### src/bcc_pkg.sv
// Package for the button click classifier: event codes, register indexes,
// reset values and the item and result structs. No dependencies.
`default_nettype none

package bcc_pkg;

    localparam int unsigned TICK_W    = 32;
    localparam int unsigned CFG_W     = 16;
    localparam int unsigned CFG_IDX_W = 1;

    typedef enum logic [1:0] {
        EV_IDLE   = 2'd0,
        EV_CLICK  = 2'd1,
        EV_DOUBLE = 2'd2,
        EV_LONG   = 2'd3
    } t_event;

    localparam logic [CFG_IDX_W-1:0] CFG_LONG_PRESS   = 1'b0;
    localparam logic [CFG_IDX_W-1:0] CFG_DOUBLE_CLICK = 1'b1;

    localparam logic [CFG_W-1:0] LONG_PRESS_RST   = 16'd1000;
    localparam logic [CFG_W-1:0] DOUBLE_CLICK_RST = 16'd300;

    typedef struct packed {
        logic button_low;
        logic ack_click;
        logic ack_double;
    } t_item;

    typedef struct packed {
        t_event              event_code;
        logic                press_in_progress;
        logic [TICK_W-1:0]   long_held_ticks;
    } t_result;

endpackage

`default_nettype wire

### src/bcc_in_if.sv
// Input channel of the button click classifier: one tick item per transfer.
// Depends on nothing.
`default_nettype none

interface bcc_in_if;
    logic valid;
    logic ready;
    logic button_low;
    logic ack_click;
    logic ack_double;

    modport source (output valid, output button_low, output ack_click,
                    output ack_double, input ready);
    modport sink (input valid, input button_low, input ack_click,
                  input ack_double, output ready);
endinterface

`default_nettype wire

### src/bcc_out_if.sv
// Result channel of the button click classifier: one result per transfer.
// Depends on nothing.
`default_nettype none

interface bcc_out_if;
    logic        valid;
    logic        ready;
    logic [1:0]  event_code;
    logic        press_in_progress;
    logic [31:0] long_held_ticks;

    modport source (output valid, output event_code, output press_in_progress,
                    output long_held_ticks, input ready);
    modport sink (input valid, input event_code, input press_in_progress,
                  input long_held_ticks, output ready);
endinterface

`default_nettype wire

### src/bcc_engine.sv
// Classification engine: tick time, press timing state, configuration
// registers and the per-tick next-state logic. Uses bcc_pkg.
`default_nettype none

module bcc_engine (
    input  wire logic                             i_clk,
    input  wire logic                             i_rst_n,
    input  wire logic                             i_cfg_we,
    input  wire logic [bcc_pkg::CFG_IDX_W-1:0]    i_cfg_idx,
    input  wire logic [bcc_pkg::CFG_W-1:0]        i_cfg_data,
    input  wire logic                             i_step,
    input  wire bcc_pkg::t_item                   i_item,
    output bcc_pkg::t_result                      o_result
);
    import bcc_pkg::*;

    logic [CFG_W-1:0]  r_long_press;
    logic [CFG_W-1:0]  r_double_click;
    logic [TICK_W-1:0] r_now,         n_now;
    logic [TICK_W-1:0] r_press_start, n_press_start;
    logic [TICK_W-1:0] r_last_click,  n_last_click;
    logic [TICK_W-1:0] r_long_start,  n_long_start;
    t_event            r_state,       n_state;
    logic              r_pressing,    n_pressing;
    logic              r_click_valid, n_click_valid;

    t_event            acked_state;
    logic [TICK_W-1:0] tick;
    logic [TICK_W-1:0] press_from;
    logic [TICK_W-1:0] press_age;
    logic [TICK_W-1:0] click_age;
    logic              became_long;

    always_comb begin
        acked_state = r_state;
        if (i_item.ack_click && (acked_state == EV_CLICK)) begin
            acked_state = EV_IDLE;
        end
        if (i_item.ack_double && (acked_state == EV_DOUBLE)) begin
            acked_state = EV_IDLE;
        end

        tick       = r_now + TICK_W'(1);
        press_from = r_pressing ? r_press_start : tick;
        press_age  = tick - press_from;
        click_age  = tick - r_last_click;

        n_now         = tick;
        n_state       = acked_state;
        n_pressing    = r_pressing;
        n_press_start = r_press_start;
        n_last_click  = r_last_click;
        n_long_start  = r_long_start;
        n_click_valid = r_click_valid;
        became_long   = 1'b0;

        if (i_item.button_low) begin
            if (acked_state != EV_LONG) begin
                n_pressing    = 1'b1;
                n_press_start = press_from;
                if (press_age > {{(TICK_W-CFG_W){1'b0}}, r_long_press}) begin
                    n_state      = EV_LONG;
                    n_long_start = press_from;
                    n_pressing   = 1'b0;
                    became_long  = 1'b1;
                end
            end
        end else if (acked_state == EV_LONG) begin
            n_state = EV_IDLE;
        end else if (r_pressing) begin
            n_pressing = 1'b0;
            if (r_click_valid &&
                (click_age < {{(TICK_W-CFG_W){1'b0}}, r_double_click})) begin
                n_state       = EV_DOUBLE;
                n_last_click  = '0;
                n_click_valid = 1'b0;
            end else begin
                n_state       = EV_CLICK;
                n_last_click  = tick;
                n_click_valid = 1'b1;
            end
        end
    end

    always_comb begin
        o_result.event_code        = n_state;
        o_result.press_in_progress = n_pressing;
        if (n_state != EV_LONG) begin
            o_result.long_held_ticks = '0;
        end else if (became_long) begin
            o_result.long_held_ticks = press_age;
        end else begin
            o_result.long_held_ticks = tick - r_long_start;
        end
    end

    always_ff @(posedge i_clk) begin
        if (!i_rst_n) begin
            r_long_press   <= LONG_PRESS_RST;
            r_double_click <= DOUBLE_CLICK_RST;
        end else if (i_cfg_we) begin
            case (i_cfg_idx)
                CFG_LONG_PRESS: begin
                    r_long_press <= i_cfg_data;
                end
                CFG_DOUBLE_CLICK: begin
                    r_double_click <= i_cfg_data;
                end
                default: begin
                end
            endcase
        end
    end

    always_ff @(posedge i_clk) begin
        if (!i_rst_n) begin
            r_now         <= '0;
            r_press_start <= '0;
            r_last_click  <= '0;
            r_long_start  <= '0;
            r_state       <= EV_IDLE;
            r_pressing    <= 1'b0;
            r_click_valid <= 1'b0;
        end else if (i_step) begin
            r_now         <= n_now;
            r_press_start <= n_press_start;
            r_last_click  <= n_last_click;
            r_long_start  <= n_long_start;
            r_state       <= n_state;
            r_pressing    <= n_pressing;
            r_click_valid <= n_click_valid;
        end
    end

endmodule

`default_nettype wire

### src/button_click_classifier.sv
// Button click classifier top level: input register, classification engine
// and result register. Uses bcc_pkg, bcc_in_if, bcc_out_if and bcc_engine.
// A tick passes through the input register and then the result register; back-pressure can hold it in either.
// Throughput: one tick item per cycle while the result consumer does not stall.
// Reset (synchronous, active low) clears all timing state, empties both
// registers and loads the thresholds with 1000 and 300 ticks.
`default_nettype none

module button_click_classifier (
    input  wire logic                             i_clk,
    input  wire logic                             i_rst_n,
    input  wire logic                             i_cfg_we,
    input  wire logic [bcc_pkg::CFG_IDX_W-1:0]    i_cfg_idx,
    input  wire logic [bcc_pkg::CFG_W-1:0]        i_cfg_data,
    bcc_in_if.sink                                i_item,
    bcc_out_if.source                             o_result
);
    import bcc_pkg::*;

    logic    r_in_valid;
    t_item   r_in_item;
    logic    r_out_valid;
    t_result r_res;
    t_result step_res;
    logic    advance;

    assign advance      = !r_out_valid || o_result.ready;
    assign i_item.ready = !r_in_valid || advance;

    bcc_engine u_engine (
        .i_clk      (i_clk),
        .i_rst_n    (i_rst_n),
        .i_cfg_we   (i_cfg_we),
        .i_cfg_idx  (i_cfg_idx),
        .i_cfg_data (i_cfg_data),
        .i_step     (r_in_valid && advance),
        .i_item     (r_in_item),
        .o_result   (step_res)
    );

    always_ff @(posedge i_clk) begin
        if (!i_rst_n) begin
            r_in_valid  <= 1'b0;
            r_out_valid <= 1'b0;
        end else begin
            if (i_item.ready) begin
                r_in_valid <= i_item.valid;
            end
            if (advance) begin
                r_out_valid <= r_in_valid;
            end
        end
    end

    always_ff @(posedge i_clk) begin
        if (i_item.valid && i_item.ready) begin
            r_in_item.button_low <= i_item.button_low;
            r_in_item.ack_click  <= i_item.ack_click;
            r_in_item.ack_double <= i_item.ack_double;
        end
        if (r_in_valid && advance) begin
            r_res <= step_res;
        end
    end

    assign o_result.valid             = r_out_valid;
    assign o_result.event_code        = r_res.event_code;
    assign o_result.press_in_progress = r_res.press_in_progress;
    assign o_result.long_held_ticks   = r_res.long_held_ticks;

endmodule

`default_nettype wire

### src/flat_wrapper.sv
// flat-port wrapper written by rule: the top's interface ports become plain ports
module button_click_classifier_flat import bcc_pkg::*;
  (i_clk, i_rst_n, i_cfg_we, i_cfg_idx, i_cfg_data, i_item_valid, i_item_button_low, i_item_ack_click, i_item_ack_double, i_item_ready, o_result_valid, o_result_event_code, o_result_press_in_progress, o_result_long_held_ticks, o_result_ready);
  bcc_in_if i_item_i ();
  bcc_out_if o_result_i ();
  input  wire logic i_clk;
  input  wire logic i_rst_n;
  input  wire logic i_cfg_we;
  input  wire logic [bcc_pkg::CFG_IDX_W-1:0] i_cfg_idx;
  input  wire logic [bcc_pkg::CFG_W-1:0] i_cfg_data;
  input wire logic [$bits(i_item_i.valid)-1:0] i_item_valid;
  input wire logic [$bits(i_item_i.button_low)-1:0] i_item_button_low;
  input wire logic [$bits(i_item_i.ack_click)-1:0] i_item_ack_click;
  input wire logic [$bits(i_item_i.ack_double)-1:0] i_item_ack_double;
  output wire logic [$bits(i_item_i.ready)-1:0] i_item_ready;
  output wire logic [$bits(o_result_i.valid)-1:0] o_result_valid;
  output wire logic [$bits(o_result_i.event_code)-1:0] o_result_event_code;
  output wire logic [$bits(o_result_i.press_in_progress)-1:0] o_result_press_in_progress;
  output wire logic [$bits(o_result_i.long_held_ticks)-1:0] o_result_long_held_ticks;
  input wire logic [$bits(o_result_i.ready)-1:0] o_result_ready;
  assign i_item_i.valid = i_item_valid;
  assign i_item_i.button_low = i_item_button_low;
  assign i_item_i.ack_click = i_item_ack_click;
  assign i_item_i.ack_double = i_item_ack_double;
  assign i_item_ready = i_item_i.ready;
  assign o_result_valid = o_result_i.valid;
  assign o_result_event_code = o_result_i.event_code;
  assign o_result_press_in_progress = o_result_i.press_in_progress;
  assign o_result_long_held_ticks = o_result_i.long_held_ticks;
  assign o_result_i.ready = o_result_ready;
  button_click_classifier u_core (.i_clk(i_clk), .i_rst_n(i_rst_n), .i_cfg_we(i_cfg_we), .i_cfg_idx(i_cfg_idx), .i_cfg_data(i_cfg_data), .i_item(i_item_i), .o_result(o_result_i));
endmodule
### config.mk
export PLATFORM = sky130hd
export DESIGN_NAME = button_click_classifier_flat
export DESIGN_NICKNAME = d
export VERILOG_FILES = /design/src/bcc_pkg.sv /design/src/bcc_in_if.sv /design/src/bcc_out_if.sv /design/src/bcc_engine.sv /design/src/button_click_classifier.sv /design/src/flat_wrapper.sv
export SDC_FILE = /design/constraint.sdc
export NUM_CORES = 1
export LEC_CHECK = 0
export ABC_AREA = 1
export BUFFER_PORTS_ARGS = -buffer_cell sky130_fd_sc_hd__buf_2
export CAP_MARGIN = 20
export CORE_MARGIN = 4
export CORE_UTILIZATION = 45
export DETAILED_ROUTE_END_ITERATION = 8
export GPL_TIMING_DRIVEN = 0
export SETUP_SLACK_MARGIN = 0.2
export SLEW_MARGIN = 15
export SYNTH_ARGS = -nofsm -noshare
export SYNTH_HDL_FRONTEND = slang
export SYNTH_SLANG_ARGS = --single-unit
export TNS_END_PERCENT = 5
### constraint.sdc
create_clock -name i_clk -period 6.8 [get_ports i_clk]
set_input_delay 0.34 -clock i_clk [delete_from_list [all_inputs] [get_ports i_clk]]
set_output_delay 0.34 -clock i_clk [all_outputs]
set_load 0.05 [all_outputs]
## After elaboration in Yosys (flattened, before gate mapping)

Index checks and enable logic that the tools add are counted.

| cells by class | value |
|---|---|
| add/sub/neg operators | 4 |
| $lt $le $gt $ge | 2 |
| eq/ne operators | 5 |
| multiplexer cells | 19 |
| bitwise gates (word level) | 3 |
| reductions and logical operators | 14 |

Operators by type and width:

| kind | number |
|---|---|
| $mux 32 | 3 |
| $sub 32x32->32 | 3 |
| $add 32x1->32 const B | 1 |
| $gt 32x16->1 | 1 |
| $lt 32x16->1 | 1 |
| $mux 2 | 8 |
| $mux 1 | 8 |
| $reduce_and 4->1 | 2 |
| $logic_and 1x1->1 | 5 |
| $eq 2x2->1 const B | 2 |
| $ne 2x2->1 const B | 2 |
| $reduce_and 2->1 | 2 |
| $not 1->1 | 3 |
| $reduce_and 3->1 | 1 |
| $eq 2x1->1 const B | 1 |
| $logic_not 1->1 | 2 |
| $logic_or 1x1->1 | 2 |

| word-level totals | value |
|---|---|
| flip-flop bits (word level) | 204 |
| output and inout bits | 37 |
| logic and storage cells | 64 |

## Longest topological paths before layout

Gate-level depths: netlist of run 1.

| logic depth | value |
|---|---|
| depth in word-level cells | 10 |
| gate-level depth with buffers | 38 |
| depth with buffers taken out | 35 |

## By module

From an unflattened synthesis of run 1, not the netlist that was laid out.

| unflattened totals | value |
|---|---|
| cell total of the unflattened synthesis | 2690 |
| area total of the unflattened synthesis | 16754.8 um^2 |

By module, submodules not included:

| module | times used | cells each | area an instance (um^2) | seq. area each (um^2) |
|---|---|---|---|---|
| bcc_engine | 1 | 2639 | 15518.6 | 3283.1 |
| button_click_classifier | 1 | 51 | 1236.2 | 1181.1 |

## Least setup slack after synthesis of run 1

No wires, ideal clock.

| path | value |
|---|---|
| path kind | reg2reg |
| from | reg u_core.u_engine.r_pressing |
| to | reg u_core.r_res (netlist bit u_core.o_result.long_held_ticks[25]) (data pin) |
| setup time | 0.257 ns |
| data arrival time | 4.870 ns |
| data required time | 6.543 ns |
| path slack | 1.674 ns |
| stages on the path, launching flop included | 36 |
| buffers on the path | 6 |
| cell sequence | dfxtp_1 buf_2 buf_2 clkbuf_1 clkbuf_1 nand2_1 o21ai_0 ha_1 fa_1 o21ai_0 a21oi_1 o21ai_1 nand3_1 nand2_2 nand2_1 nand2_1 nand2_1 nand2_1 xor2_1 ha_1 nand2_1 nor2_1 a2111oi_0 o21ai_0 o41ai_1 nand3_1 nor2_1 nand3_1 nor2_4 nand2_4 nand2_2 buf_6 buf_6 nand2_1 o21ai_0 nor2_1 |

| on the way | value |
|---|---|
| longest elaborated chain between the ends | 7 |

RTL lines:

| what | RTL line | RTL |
|---|---|---|
| from (decl) | bcc_engine.sv:24 | `logic r_pressing, n_pressing;` |
| from (signal assigned) | bcc_engine.sv:130 | `r_pressing <= n_pressing;` |
| $mux 32 * | bcc_engine.sv:44 | `press_from = r_pressing ? r_press_start : tick;` |
| net u_core.u_engine.press_from[0] | bcc_engine.sv:29 | `logic [TICK_W-1:0] press_from;` |
| $sub 32x32->32 * | bcc_engine.sv:45 | `press_age = tick - press_from;` |
| $gt 32x16->1 | bcc_engine.sv:61 | `if (press_age > {{(TICK_W-CFG_W){1'b0}}, r_long_press}) begin` |
| $mux 2 or $mux 1 (tied branches) | bcc_engine.sv:61 |  |
| $mux 2 or $mux 1 (tied branches) | bcc_engine.sv:58 | `if (acked_state != EV_LONG) begin` |
| $mux 2 or $mux 1 (tied branches) | bcc_engine.sv:57 | `if (i_item.button_low) begin` |
| $ne 2x2->1 or $mux 32 (tied branches) | bcc_engine.sv:88, bcc_engine.sv:90 |  |
| to (signal assigned) | button_click_classifier.sv:62 | `r_res <= step_res;` |
| to (decl) | button_click_classifier.sv:23 | `t_result r_res;` |

The timed path passes the listed nets; every way through them passes the cells marked *.
A chain may end at the register's enable or synchronous reset.

## Final worst setup path of run 1

| path | value |
|---|---|
| from | reg u_core.u_engine.r_pressing |
| to | reg u_core.r_res (netlist bit u_core.o_result.long_held_ticks[27]) (data pin) |

The elaborated chain is that of the path after synthesis.

==> results of run 1 <==
-- final timing paths --
| path | start | endpoint | slack [ns] | cells past startpoint |
|---|---|---|---|---|
| max | u_core.u_engine.r_pressing$_SDFFE_PN0P_ | u_core.o_result.long_held_ticks[27]$_SDFFCE_PP0P_ | 0.55 | 35 |
| min | i_cfg_data[0] | u_core.u_engine.r_long_press[0]$_SDFFE_PN0P_ | 0.04 | 3 |
| max reg2reg | u_core.u_engine.r_pressing$_SDFFE_PN0P_ | u_core.o_result.long_held_ticks[27]$_SDFFCE_PP0P_ | 0.55 | 35 |
| min reg2reg | u_core.u_engine.r_long_start[31]$_SDFFE_PN0P_ | u_core.u_engine.r_long_start[31]$_SDFFE_PN0P_ | 0.47 | 2 |
-- where the power goes --
part	switching, W	total (W)	internal, W	leakage (nW)
Clock	0.000580	0.00137	0.000786	0.398
Sequential	0.0000321	0.00133	0.00129	1.73
Combinational	0.000966	0.00143	0.000465	7.01
Total	0.00158	0.00412	0.00254	9.14
-- metal layers --
layer / wire length (um) / part of all wire [%] / global-route usage, % / vias to the layer above
li1: - / - / - / 8610
met1: 24900 / 44 / 36.9 / 7732
met2: 26400 / 46 / 48.4 / 458
met3: 3460 / 6.1 / 3.76 / 94
met4: 2370 / 4.2 / 11.1 / 0
met5: 0 / 0 / 0 / -
-- worst max-delay path, delay by kind of cell, from the launching register on --
kind,cells,cell delay (ns)
compound gates,8,1.27
buf+inv,6,1.17
flops,1,0.36
xor+xnor,1,0.23
fa+ha+maj,3,0.97
simple gates,17,1.96
-- logic make-up (layout without fill, tap and decap cells) --
logic type / Yosys count / in the layout / share of synthesized area, %
AND/OR/NAND/NOR: 1287 / 1287 / 34.7
adder cells (fa/ha/maj): 79 / 79 / 6.21
XOR/XNOR: 68 / 68 / 3.66
AO/OA/AOI/OAI: 468 / 468 / 15.5
flip-flops: 204 / 204 / 27.4
buffers and inverters: 518 / 629 / 12.4
-- registers in the layout, summed over array words and instances (netlist names) --
| name | flops |
|---|---|
| u_core.u_engine.r_double_click | 16 |
| u_core.r_in_item | 3 |
| u_core.u_engine.r_click_valid | 1 |
| u_core.u_engine.r_last_click | 32 |
| u_core.u_engine.r_state | 2 |
| u_core.o_result.long_held_ticks | 32 |
| u_core.u_engine.r_long_press | 16 |
| u_core.o_result.press_in_progress | 1 |
| u_core.u_engine.r_now | 32 |
| u_core.u_engine.r_press_start | 32 |
| u_core.u_engine.r_long_start | 32 |
| u_core.r_in_valid | 1 |
| u_core.o_result.valid | 1 |
| u_core.u_engine.r_pressing | 1 |
| u_core.o_result.event_code | 2 |
-- cells in the final DEF (no fill, tap or decap), drive strengths merged, types with 9 or more instances in the layout --
cell type	n
dfxtp	166
nand4	45
nor2	263
buf	93
xnor2	20
o21ai	186
clkbuf	77
ha	76
o21bai	11
or2	14
nand3b	14
nand2	709
xor2	48
nand3	215
o211ai	13
inv	442
nor3	15
edfxtp	38
clkinv	9
a21oi	235
-- per-stage QoR --
step                instances  power [W]  hold slack, ns  TNS (ns)  area (um2)
floorplan                2624    0.00234           0.434         0       16300
global placement         3145    0.00270           0.450    -35.79       17100
detailed placement       3146    0.00272           0.458    -34.57       17200
CTS                      3195    0.00412         0.00361         0       18100
global route             3196    0.00437          0.0285         0       18200
finish                   3196    0.00412          0.0372         0       18200
-- cell type report --
type,count,area (um2),area share [%]
plain buffers,75,378,2.08
inverters,443,1670,9.15
well taps,461,577,3.17
clock inverters,13,155,0.852
clock buffers,31,669,3.68
flip-flops and latches,204,4470,24.5
multi-input cells,1902,9920,54.5
repair buffers,67,373,2.05
-- timing repair --
item                                   in CTS  in global routing
buffers inserted                            2                  1
setup endpoints to repair                  70                 65
endpoints found under the hold margin       3                  0
gates resized for setup                    23                 17
pin swaps                                   2                  5
hold buffers                                3                  0
==> impl_metrics.xml, run 1 <==
<?xml version="1.0" encoding="UTF-8"?>
<metrics>
  <group name="status">
    <metric name="status" unit="">complete, no violations</metric>
  </group>
  <group name="yosys">
    <metric name="seq_area_frac_synth" unit="%">27.4</metric>
    <metric name="synth.ff_latch_count" unit="">204</metric>
    <metric name="post-synth-top-area-cell" unit="">dfxtp_1</metric>
    <metric name="synth_ff_type" unit="">dfxtp_1</metric>
    <metric name="synthesis.yosys.warnings" unit="">0</metric>
    <metric name="synth_cells" unit="">2624</metric>
    <metric name="syn_area_per_cell" unit="um2">6.20</metric>
    <metric name="postSynthNetCount" unit="">2728</metric>
    <metric name="yosys.cell_count.top_type" unit="">nand2_1</metric>
    <metric name="synth.cell_area" unit="um2">16300</metric>
    <metric name="synthDistinctLibCells" unit="">50</metric>
    <metric name="ys_async_sr_fraction" unit="%">0</metric>
    <metric name="synth_edf_count" unit="">38</metric>
    <metric name="netlist_top_cells_area" unit="">dfxtp_1 (20%), nand2_1 (16%), inv_1 (9.7%)</metric>
    <metric name="ys_top_cells_by_count" unit="">nand2_1 (675), inv_1 (422), nor2_1 (227)</metric>
    <metric name="synth_top_area_share" unit="%">20.4</metric>
  </group>
  <group name="global_route">
    <metric name="grt_first_pass_wirelength" unit="mm">87.3</metric>
    <metric name="grt_antenna_before_repair" unit="">0</metric>
    <metric name="via_count_of_the_first_global_routing_pass" unit="">16100</metric>
    <metric name="maximum_number_of_pins_on_one_net_before_global_route_repair" unit="">33</metric>
    <metric name="grt_remaining_overflow" unit="">0</metric>
    <metric name="track_usage" unit="%">28.5</metric>
  </group>
  <group name="timing">
    <metric name="max_freq" unit="GHz">0.160</metric>
    <metric name="setup-violations-final" unit="">0</metric>
    <metric name="finalHoldViolCount" unit="">0</metric>
    <metric name="post-route-worst-setup-slack" unit="ns">0.553</metric>
    <metric name="fin_skew" unit="ns">0.0253</metric>
    <metric name="max-slew-margin-rel" unit="%">35.6</metric>
    <metric name="final_period_utilization" unit="%">91.9</metric>
    <metric name="min_period" unit="ns">6.25</metric>
    <metric name="rsz0062_at_grt" unit="">false</metric>
    <metric name="timing.final.max_slew_violations" unit="">0</metric>
    <metric name="worst_slew_pin_slew" unit="ns">0.962</metric>
  </group>
  <group name="cts">
    <metric name="clock_sink_total" unit="">204</metric>
    <metric name="clock_insertion_delay_worst_skew" unit="ns">0.57</metric>
    <metric name="root_buffer" unit="">clkbuf_16</metric>
    <metric name="tritoncts" unit="">done</metric>
    <metric name="cts.htree.levels" unit="">1</metric>
    <metric name="clock_pin_slew_on_the_worst_setup_and_hold_paths" unit="ns">0.06</metric>
    <metric name="cts_inserted_buffers" unit="">25</metric>
    <metric name="ctsLongestPathBuffers" unit="">3</metric>
  </group>
  <group name="layout">
    <metric name="drive_above_1_share" unit="%">10.2</metric>
    <metric name="end_of_flow_core_utilization" unit="%">51.1</metric>
    <metric name="n_fill_cell" unit="">3790</metric>
    <metric name="final_nets" unit="">2822</metric>
    <metric name="n_antenna_cell" unit="">0</metric>
    <metric name="synthToLayoutAreaGrowth" unit="%">11.9</metric>
  </group>
  <group name="die">
    <metric name="die_h" unit="um">198</metric>
    <metric name="core_region_area" unit="um2">35700</metric>
    <metric name="ios" unit="">62</metric>
    <metric name="floorplan.die.width" unit="um">198</metric>
    <metric name="effective_utilization_at_floorplan" unit="%">45.6</metric>
    <metric name="fp.dieArea" unit="um2">39300</metric>
    <metric name="rows" unit="">69</metric>
  </group>
  <group name="power">
    <metric name="p_leak" unit="nW">9.14</metric>
    <metric name="peak_supply_drop" unit="V">0.000182</metric>
    <metric name="power_per_cell_area" unit="nW/um2">226</metric>
  </group>
  <group name="setup_path">
    <metric name="max_stage_delay" unit="ns">0.42</metric>
    <metric name="critical_path.max_fanout" unit="">10</metric>
    <metric name="endpoint_class_of_the_critical_path" unit="">flop</metric>
    <metric name="critical_path.startpoint_type" unit="">flop</metric>
    <metric name="cp.arrival" unit="ns">6.54</metric>
    <metric name="worst-endpoint-required" unit="ns">7.10</metric>
    <metric name="critical_path.most_common_cell" unit="">nand2_1</metric>
    <metric name="worst_path_max_delay_cell" unit="">fa_1</metric>
    <metric name="critPathKind" unit="">reg2reg</metric>
  </group>
  <group name="placement">
    <metric name="port_buffers" unit="">60</metric>
    <metric name="dp_slack" unit="ns">-0.686</metric>
    <metric name="routabilityCongestion" unit="">0.962</metric>
    <metric name="post-dp-hpwl" unit="mm">47.0</metric>
  </group>
  <group name="routing">
    <metric name="route.final.wire_length" unit="mm">57.1</metric>
    <metric name="routed_wire_length_per_instance" unit="um">17.9</metric>
    <metric name="detail_route.vias_per_cell" unit="">5.29</metric>
    <metric name="post-route-drc-count" unit="">0</metric>
    <metric name="drt-pass1-iter-count" unit="">5</metric>
    <metric name="routed-via-count" unit="">16900</metric>
    <metric name="antenna_left" unit="">0</metric>
    <metric name="initialDrtViolationCount" unit="">1245</metric>
  </group>
  <group name="flow_run">
    <metric name="max-cap-violations" unit="">0</metric>
  </group>
  <group name="worst_hold_path">
    <metric name="hold_class" unit="">in2reg</metric>
  </group>
</metrics>
No activity file was read; power rests on OpenSTA's default activity.
==> inputs of run 2 (changes only) <==
- CELL_PAD_IN_SITES_DETAIL_PLACEMENT: default -> 0
- CELL_PAD_IN_SITES_GLOBAL_PLACEMENT: default -> 2
- CORE_UTILIZATION: 45 -> 35
- PLACE_DENSITY_LB_ADDON: default -> 0.1
==> run 2 against run 1 <==
Maximum frequency grew 0.86%. Cell area grew 2.2%. Final cell count grew 4.9%. Combinational power grew 7%. Setup slack gained 0.053 ns. Global-route usage shrank 2.2 points. Critical path type unchanged. Critical path depth shrank 2. Utilization shrank 10 points. Via count grew 2.9%. Non-clock buffer count grew 6. Clock power grew 7%.
==> impl_metrics.xml, run 2 (synthesis gave the netlist of run 1 again) <==
<?xml version="1.0" encoding="UTF-8"?>
<metrics>
  <group name="status">
    <metric name="status" unit="">complete, no violations</metric>
  </group>
  <group name="die">
    <metric name="ios" unit="">62</metric>
    <metric name="fp.dieArea" unit="um2">50000</metric>
    <metric name="die_h" unit="um">224</metric>
    <metric name="rows" unit="">78</metric>
    <metric name="effective_utilization_at_floorplan" unit="%">35.6</metric>
    <metric name="core_region_area" unit="um2">45700</metric>
    <metric name="floorplan.die.width" unit="um">224</metric>
  </group>
  <group name="timing">
    <metric name="post-route-worst-setup-slack" unit="ns">0.606</metric>
    <metric name="setup-violations-final" unit="">0</metric>
    <metric name="max_freq" unit="GHz">0.161</metric>
    <metric name="fin_skew" unit="ns">0.0185</metric>
    <metric name="whs" unit="ns">0.0437</metric>
    <metric name="worst_slew_pin_slew" unit="ns">1.07</metric>
    <metric name="min_period" unit="ns">6.19</metric>
    <metric name="rsz0062_at_grt" unit="">false</metric>
    <metric name="timing.final.max_slew_violations" unit="">0</metric>
    <metric name="max-slew-margin-rel" unit="%">28.2</metric>
    <metric name="final_period_utilization" unit="%">91.1</metric>
    <metric name="finalHoldViolCount" unit="">0</metric>
  </group>
  <group name="cts">
    <metric name="clock_insertion_delay_worst_skew" unit="ns">0.58</metric>
    <metric name="cts.htree.levels" unit="">1</metric>
    <metric name="clock_pin_slew_on_the_worst_setup_and_hold_paths" unit="ns">0.06</metric>
    <metric name="root_buffer" unit="">clkbuf_16</metric>
    <metric name="cts_inserted_buffers" unit="">28</metric>
    <metric name="ctsLongestPathBuffers" unit="">3</metric>
    <metric name="tritoncts" unit="">done</metric>
    <metric name="clock_sink_total" unit="">204</metric>
  </group>
  <group name="setup_path">
    <metric name="rrSetupSlack" unit="ns">0.61</metric>
    <metric name="worst_path_max_delay_cell" unit="">o41ai_4</metric>
    <metric name="max_stage_delay" unit="ns">0.54</metric>
    <metric name="endpoint_class_of_the_critical_path" unit="">flop</metric>
    <metric name="cp.arrival" unit="ns">6.51</metric>
    <metric name="crit_start" unit="">u_core.u_engine.r_pressing$_SDFFE_PN0P_</metric>
    <metric name="critical_path.max_fanout" unit="">10</metric>
    <metric name="critical_path_endpoint" unit="">u_core.o_result.long_held_ticks[27]$_SDFFCE_PP0P_</metric>
    <metric name="crit-reg2reg-launch" unit="">u_core.u_engine.r_pressing$_SDFFE_PN0P_</metric>
    <metric name="worst_r2r_path_depth" unit="">33</metric>
    <metric name="critical_path.startpoint_type" unit="">flop</metric>
    <metric name="critPathKind" unit="">reg2reg</metric>
    <metric name="rr_endpoint" unit="">u_core.o_result.long_held_ticks[27]$_SDFFCE_PP0P_</metric>
    <metric name="worst-endpoint-required" unit="ns">7.12</metric>
  </group>
  <group name="global_route">
    <metric name="grt_remaining_overflow" unit="">0</metric>
    <metric name="grt_antenna_before_repair" unit="">1</metric>
    <metric name="via_count_of_the_first_global_routing_pass" unit="">16100</metric>
    <metric name="maximum_number_of_pins_on_one_net_before_global_route_repair" unit="">33</metric>
    <metric name="grt_first_pass_wirelength" unit="mm">101</metric>
    <metric name="track_usage" unit="%">26.3</metric>
  </group>
  <group name="placement">
    <metric name="post-dp-hpwl" unit="mm">55.8</metric>
    <metric name="routabilityCongestion" unit="">0.951</metric>
    <metric name="dp_slack" unit="ns">-1.13</metric>
    <metric name="port_buffers" unit="">60</metric>
  </group>
  <group name="routing">
    <metric name="route.final.wire_length" unit="mm">68.0</metric>
    <metric name="post-route-drc-count" unit="">0</metric>
    <metric name="antenna_left" unit="">0</metric>
    <metric name="routed_wire_length_per_instance" unit="um">20.3</metric>
    <metric name="drt-pass1-iter-count" unit="">7</metric>
    <metric name="initialDrtViolationCount" unit="">1373</metric>
    <metric name="routed-via-count" unit="">17400</metric>
    <metric name="detail_route.vias_per_cell" unit="">5.19</metric>
  </group>
  <group name="layout">
    <metric name="synthToLayoutAreaGrowth" unit="%">14.4</metric>
    <metric name="n_fill_cell" unit="">5028</metric>
    <metric name="drive_above_1_share" unit="%">10.5</metric>
    <metric name="final_nets" unit="">2831</metric>
    <metric name="mostFrequentLayoutCells" unit="">nand2_1 (671), inv_1 (421), nor2_1 (227), a21oi_1 (221), nand3_1 (207)</metric>
    <metric name="layout_commonest_cell" unit="">nand2_1</metric>
  </group>
  <group name="power">
    <metric name="peak_supply_drop" unit="V">0.000185</metric>
    <metric name="p_leak" unit="nW">9.23</metric>
    <metric name="totalPowerFinal" unit="W">0.00432</metric>
    <metric name="power_per_cell_area" unit="nW/um2">232</metric>
  </group>
  <group name="worst_hold_path">
    <metric name="hold_class" unit="">in2reg</metric>
  </group>
  <group name="flow_run">
    <metric name="max-cap-violations" unit="">0</metric>
  </group>
</metrics>
[run 2: cell count changes in the layout (fill, tap and decap cells not counted), moves of 3 or more]
cell / change
buf_4: +6
diode_2: +4
clkbuf_1: +4
clkinv_4: -4
clkbuf_16: +4
clkinv_1: +5
o21ai_1: -3
[run 2: stage by stage]
stage	std cells	utilization, %	TNS (ns)	instance area (um2)
global route	3348	40.7	0	18600
floorplan	2624	-	0	16300
finish	3352	40.7	0	18600
detailed placement	3286	38.0	-66.93	17400
CTS	3342	40.4	0	18500
global placement	3284	37.9	-77.74	17300
[run 2: worst min-delay path by stage]
stage / start / end / slack [ns] / cells past startpoint
6_report: i_cfg_data[3] / u_core.u_engine.r_double_click[3]$_SDFFE_PN1P_ / 0.04 / 3
5_1_grt: i_cfg_data[3] / u_core.u_engine.r_double_click[3]$_SDFFE_PN1P_ / 0.03 / 3
4_1_cts: i_cfg_data[3] / u_core.u_engine.r_double_click[3]$_SDFFE_PN1P_ / 0.02 / 3
3_5_place_dp: u_core.u_engine.r_long_start[1]$_SDFFE_PN0P_ / u_core.u_engine.r_long_start[1]$_SDFFE_PN0P_ / 0.45 / 2
3_3_place_gp: u_core.u_engine.r_double_click[1]$_SDFFE_PN0P_ / u_core.u_engine.r_double_click[1]$_SDFFE_PN0P_ / 0.45 / 2
2_1_floorplan: u_core.u_engine.r_long_start[3]$_SDFFE_PN0P_ / u_core.u_engine.r_long_start[3]$_SDFFE_PN0P_ / 0.43 / 2
[run 2: power breakdown]
part / total [W] / switching (W) / internal [W]
logic: 0.00153 / 0.00106 / 0.000477
registers: 0.00133 / 0.0000335 / 0.00129
clock network: 0.00146 / 0.000598 / 0.000860
total: 0.00432 / 0.00169 / 0.00263
[run 2: worst max-delay path: cells and delay by family, from the launching register on]
family / cells / cell delay (ns)
compound gates: 6 / 1.30
xor+xnor: 1 / 0.27
buf+inv: 7 / 1.07
fa+ha+maj: 2 / 0.67
simple gates: 17 / 2.26
flops: 1 / 0.36
[run 2: final cells by class]
| cell class | count | area (um2) | share of cell area, % |
|---|---|---|---|
| inverters | 443 | 1670 | 8.96 |
| flip-flops and latches | 204 | 4470 | 24.0 |
| plain buffers | 75 | 375 | 2.02 |
| repair buffers | 73 | 433 | 2.33 |
| clock buffers | 41 | 812 | 4.36 |
| diodes | 4 | 10.0 | 0.0538 |
| well taps | 600 | 751 | 4.03 |
| clock inverters | 10 | 85.1 | 0.457 |
| multi-input cells | 1902 | 10000 | 53.8 |
[run 2: what timing repair did]
action,CTS,global route
setup buffers,1,6
resized for setup,34,17
endpoints found under the hold margin,4,0
pin swaps,4,6
setup endpoints to repair,70,67
hold buffers,4,0
[run 2: per-layer routing]
metal	routed length (um)	track usage, %	up-vias
met5	0	0	-
met4	1470	6.10	0
met3	4020	3.83	74
met2	29200	40.6	478
met1	33300	38.8	8183
li1	-	-	8655
==> inputs of run 3 (changes only) <==
--- a/config.mk
+++ b/config.mk
@@ -16,4 +16,5 @@
 export GPL_TIMING_DRIVEN = 0
 export PLACE_DENSITY_LB_ADDON = 0.1
+export REMOVE_ABC_BUFFERS = 1
 export SETUP_SLACK_MARGIN = 0.2
 export SLEW_MARGIN = 15
==> constraint.sdc (replaced) <==
create_clock -name i_clk -period 6.8 [get_ports i_clk]
set_input_delay 1.02 -clock i_clk [delete_from_list [all_inputs] [get_ports i_clk]]
set_output_delay 1.02 -clock i_clk [all_outputs]
set_load 0.05 [all_outputs]
==> run 3 against run 2 <==
Power down 1.4%. Highest routed layer unchanged. Clock power about the same. Largest cell class unchanged. Clock skew up 0.00097 ns. Flip-flop and latch count unchanged. Global-route usage down 3.8 points. Setup slack worse by 0.036 ns. Sequential share of layout area about the same. Non-clock buffer count down 62. Register-to-register slack worse by 0.04 ns.
==> impl_metrics.xml, run 3 (synthesis gave the netlist of run 1 again) <==
<?xml version="1.0" encoding="UTF-8"?>
<metrics>
  <group name="setup_path">
    <metric name="endpoint_class_of_the_critical_path" unit="">flop</metric>
    <metric name="cpLargestDelayFamily" unit="">simple AND/OR/NAND/NOR gates</metric>
    <metric name="cp.arrival" unit="ns">6.54</metric>
    <metric name="crit-reg2reg-launch" unit="">u_core.u_engine.r_pressing$_SDFFE_PN0P_</metric>
    <metric name="critPathKind" unit="">reg2reg</metric>
    <metric name="worst_path_max_delay_cell" unit="">o41ai_4</metric>
    <metric name="cp.depth" unit="">34</metric>
    <metric name="critical_path.startpoint_type" unit="">flop</metric>
    <metric name="worst-endpoint-required" unit="ns">7.11</metric>
    <metric name="critical_path_endpoint" unit="">u_core.o_result.long_held_ticks[31]$_SDFFCE_PP0P_</metric>
    <metric name="worst_r2r_path_depth" unit="">34</metric>
    <metric name="crit_start" unit="">u_core.u_engine.r_pressing$_SDFFE_PN0P_</metric>
    <metric name="critical_path.most_common_cell" unit="">nand2_1</metric>
    <metric name="rrSetupSlack" unit="ns">0.57</metric>
    <metric name="critical_path.max_fanout" unit="">38</metric>
    <metric name="crit_buf_inv" unit="">7</metric>
    <metric name="max_stage_delay" unit="ns">0.43</metric>
    <metric name="rr_endpoint" unit="">u_core.o_result.long_held_ticks[31]$_SDFFCE_PP0P_</metric>
  </group>
  <group name="cts">
    <metric name="clock_pin_slew_on_the_worst_setup_and_hold_paths" unit="ns">0.06</metric>
    <metric name="root_buffer" unit="">clkbuf_16</metric>
    <metric name="cts.htree.levels" unit="">1</metric>
    <metric name="clock_sink_total" unit="">204</metric>
    <metric name="ctsLongestPathBuffers" unit="">3</metric>
    <metric name="tritoncts" unit="">done</metric>
    <metric name="cts_inserted_buffers" unit="">27</metric>
    <metric name="clock_insertion_delay_worst_skew" unit="ns">0.56</metric>
  </group>
  <group name="routing">
    <metric name="route.final.wire_length" unit="mm">59.1</metric>
    <metric name="drt-pass1-iter-count" unit="">5</metric>
    <metric name="routed-via-count" unit="">16500</metric>
    <metric name="routed_wire_length_per_instance" unit="um">17.9</metric>
    <metric name="post-route-drc-count" unit="">0</metric>
    <metric name="antenna_left" unit="">0</metric>
    <metric name="initialDrtViolationCount" unit="">1042</metric>
    <metric name="detail_route.vias_per_cell" unit="">5.01</metric>
  </group>
  <group name="timing">
    <metric name="final_period_utilization" unit="%">91.6</metric>
    <metric name="fin_skew" unit="ns">0.0194</metric>
    <metric name="max-slew-margin-rel" unit="%">31.6</metric>
    <metric name="fin_tns_setup" unit="ns">0</metric>
    <metric name="min_period" unit="ns">6.23</metric>
    <metric name="worst_slew_pin_slew" unit="ns">1.02</metric>
    <metric name="rsz0062_at_grt" unit="">false</metric>
    <metric name="setup-violations-final" unit="">0</metric>
    <metric name="max_freq" unit="GHz">0.161</metric>
    <metric name="finalHoldViolCount" unit="">0</metric>
    <metric name="timing.final.max_slew_violations" unit="">0</metric>
  </group>
  <group name="layout">
    <metric name="layoutNonFillerInstCount" unit="">3294</metric>
    <metric name="synthToLayoutAreaGrowth" unit="%">14.7</metric>
    <metric name="drive_above_1_share" unit="%">10.8</metric>
    <metric name="final-seq-area" unit="um2">4470</metric>
    <metric name="multi_input_gate_area_in_the_final_layout" unit="um2">10100</metric>
    <metric name="n_antenna_cell" unit="">0</metric>
    <metric name="mostFrequentLayoutCells" unit="">nand2_1 (670), inv_1 (418), nor2_1 (225), a21oi_1 (222), nand3_1 (206)</metric>
    <metric name="layout_commonest_cell" unit="">nand2_1</metric>
    <metric name="final_cell_area" unit="um2">18700</metric>
    <metric name="final_nets" unit="">2778</metric>
    <metric name="n_fill_cell" unit="">5044</metric>
  </group>
  <group name="die">
    <metric name="core_region_area" unit="um2">45700</metric>
    <metric name="fp.dieArea" unit="um2">50000</metric>
    <metric name="die_h" unit="um">224</metric>
    <metric name="ios" unit="">62</metric>
    <metric name="rows" unit="">78</metric>
    <metric name="floorplan.die.width" unit="um">224</metric>
    <metric name="effective_utilization_at_floorplan" unit="%">35.6</metric>
  </group>
  <group name="power">
    <metric name="power_per_cell_area" unit="nW/um2">228</metric>
    <metric name="peak_supply_drop" unit="V">0.000150</metric>
    <metric name="totalPowerFinal" unit="W">0.00426</metric>
    <metric name="p_leak" unit="nW">9.26</metric>
  </group>
  <group name="global_route">
    <metric name="via_count_of_the_first_global_routing_pass" unit="">15700</metric>
    <metric name="maximum_number_of_pins_on_one_net_before_global_route_repair" unit="">81</metric>
    <metric name="track_usage" unit="%">22.5</metric>
    <metric name="grt_antenna_before_repair" unit="">1</metric>
    <metric name="grt_first_pass_wirelength" unit="mm">89.1</metric>
    <metric name="grt_remaining_overflow" unit="">0</metric>
  </group>
  <group name="placement">
    <metric name="port_buffers" unit="">61</metric>
    <metric name="placed_area" unit="um2">17200</metric>
    <metric name="routabilityCongestion" unit="">0.875</metric>
    <metric name="post-dp-hpwl" unit="mm">44.1</metric>
    <metric name="post-place-cells" unit="">3222</metric>
  </group>
  <group name="worst_hold_path">
    <metric name="hold_class" unit="">reg2reg</metric>
  </group>
  <group name="flow_run">
    <metric name="max-cap-violations" unit="">0</metric>
  </group>
  <group name="status">
    <metric name="status" unit="">complete, no violations</metric>
  </group>
</metrics>
==> run 3: cell type report <==
| cell class | count | area share (%) |
|---|---|---|
| Multi-Input combinational cell | 1911 | 54.3 |
| Sequential cell | 204 | 24.0 |
| Inverter | 443 | 8.97 |
| Clock buffer | 41 | 4.28 |
| Tap cell | 600 | 4.02 |
| Timing Repair Buffer | 86 | 3.76 |
| Clock inverter | 8 | 0.664 |
| Timing Repair inverter | 1 | 0.0268 |
==> run 3: metrics by stage <==
stage	setup WS (ns)	hold WS [ns]	utilization, %
after floorplan	-0.165	0.434	-
after global placement	-3.96	0.452	37.2
after detailed placement	-1.45	0.453	37.7
after CTS	0.210	0.463	40.3
after global routing	0.179	0.479	40.8
final	0.570	0.461	40.8
==> run 3: timing repair <==
item                                    in CTS  in global routing
pin swaps                                    4                  7
endpoints found under the setup margin      70                 65
setup buffers                                3                  9
hold buffers                                 0                  0
cloned                                       6                  5
gates resized for setup                     19                 19
==> run 3: metal layers <==
layer,global-route usage [%],vias up,wire length [um]
met1,32.9,7588,29000
met3,2.03,67,2560
met2,36.3,311,26300
met4,4.95,0,1230
li1,-,8538,-
met5,0,-,0
==> run 3: worst min-delay path by stage <==
| stage | start | to | slack [ns] | depth (start not counted) |
|---|---|---|---|---|
| 2_1_floorplan | u_core.u_engine.r_long_start[3]$_SDFFE_PN0P_ | u_core.u_engine.r_long_start[3]$_SDFFE_PN0P_ | 0.43 | 2 |
| 3_3_place_gp | u_core.u_engine.r_last_click[19]$_SDFFE_PN0P_ | u_core.u_engine.r_last_click[19]$_SDFFE_PN0P_ | 0.45 | 2 |
| 3_5_place_dp | u_core.u_engine.r_long_press[12]$_SDFFE_PN0P_ | u_core.u_engine.r_long_press[12]$_SDFFE_PN0P_ | 0.45 | 2 |
| 4_1_cts | u_core.u_engine.r_long_press[12]$_SDFFE_PN0P_ | u_core.u_engine.r_long_press[12]$_SDFFE_PN0P_ | 0.46 | 2 |
| 5_1_grt | u_core.u_engine.r_long_start[0]$_SDFFE_PN0P_ | u_core.u_engine.r_long_start[0]$_SDFFE_PN0P_ | 0.48 | 2 |
| 6_report | u_core.u_engine.r_long_press[12]$_SDFFE_PN0P_ | u_core.u_engine.r_long_press[12]$_SDFFE_PN0P_ | 0.46 | 2 |
==> run 3: power by group <==
part	leakage, nW	switching (W)	internal (W)	total, W
registers	1.73	0.0000323	0.00129	0.00133
logic	7.08	0.000979	0.000465	0.00144
clock network	0.455	0.000569	0.000919	0.00149
==> run 3: worst reg2reg max path: cells and delay by family, from the launching register on <==
family	cells	cell delay [ns]
XOR/XNOR	1	0.21
adder cells (fa/ha/maj)	2	0.71
buffers and inverters	7	1.11
AO/OA/AOI/OAI	4	1.03
AND/OR/NAND/NOR	20	2.55
flip-flops	1	0.42
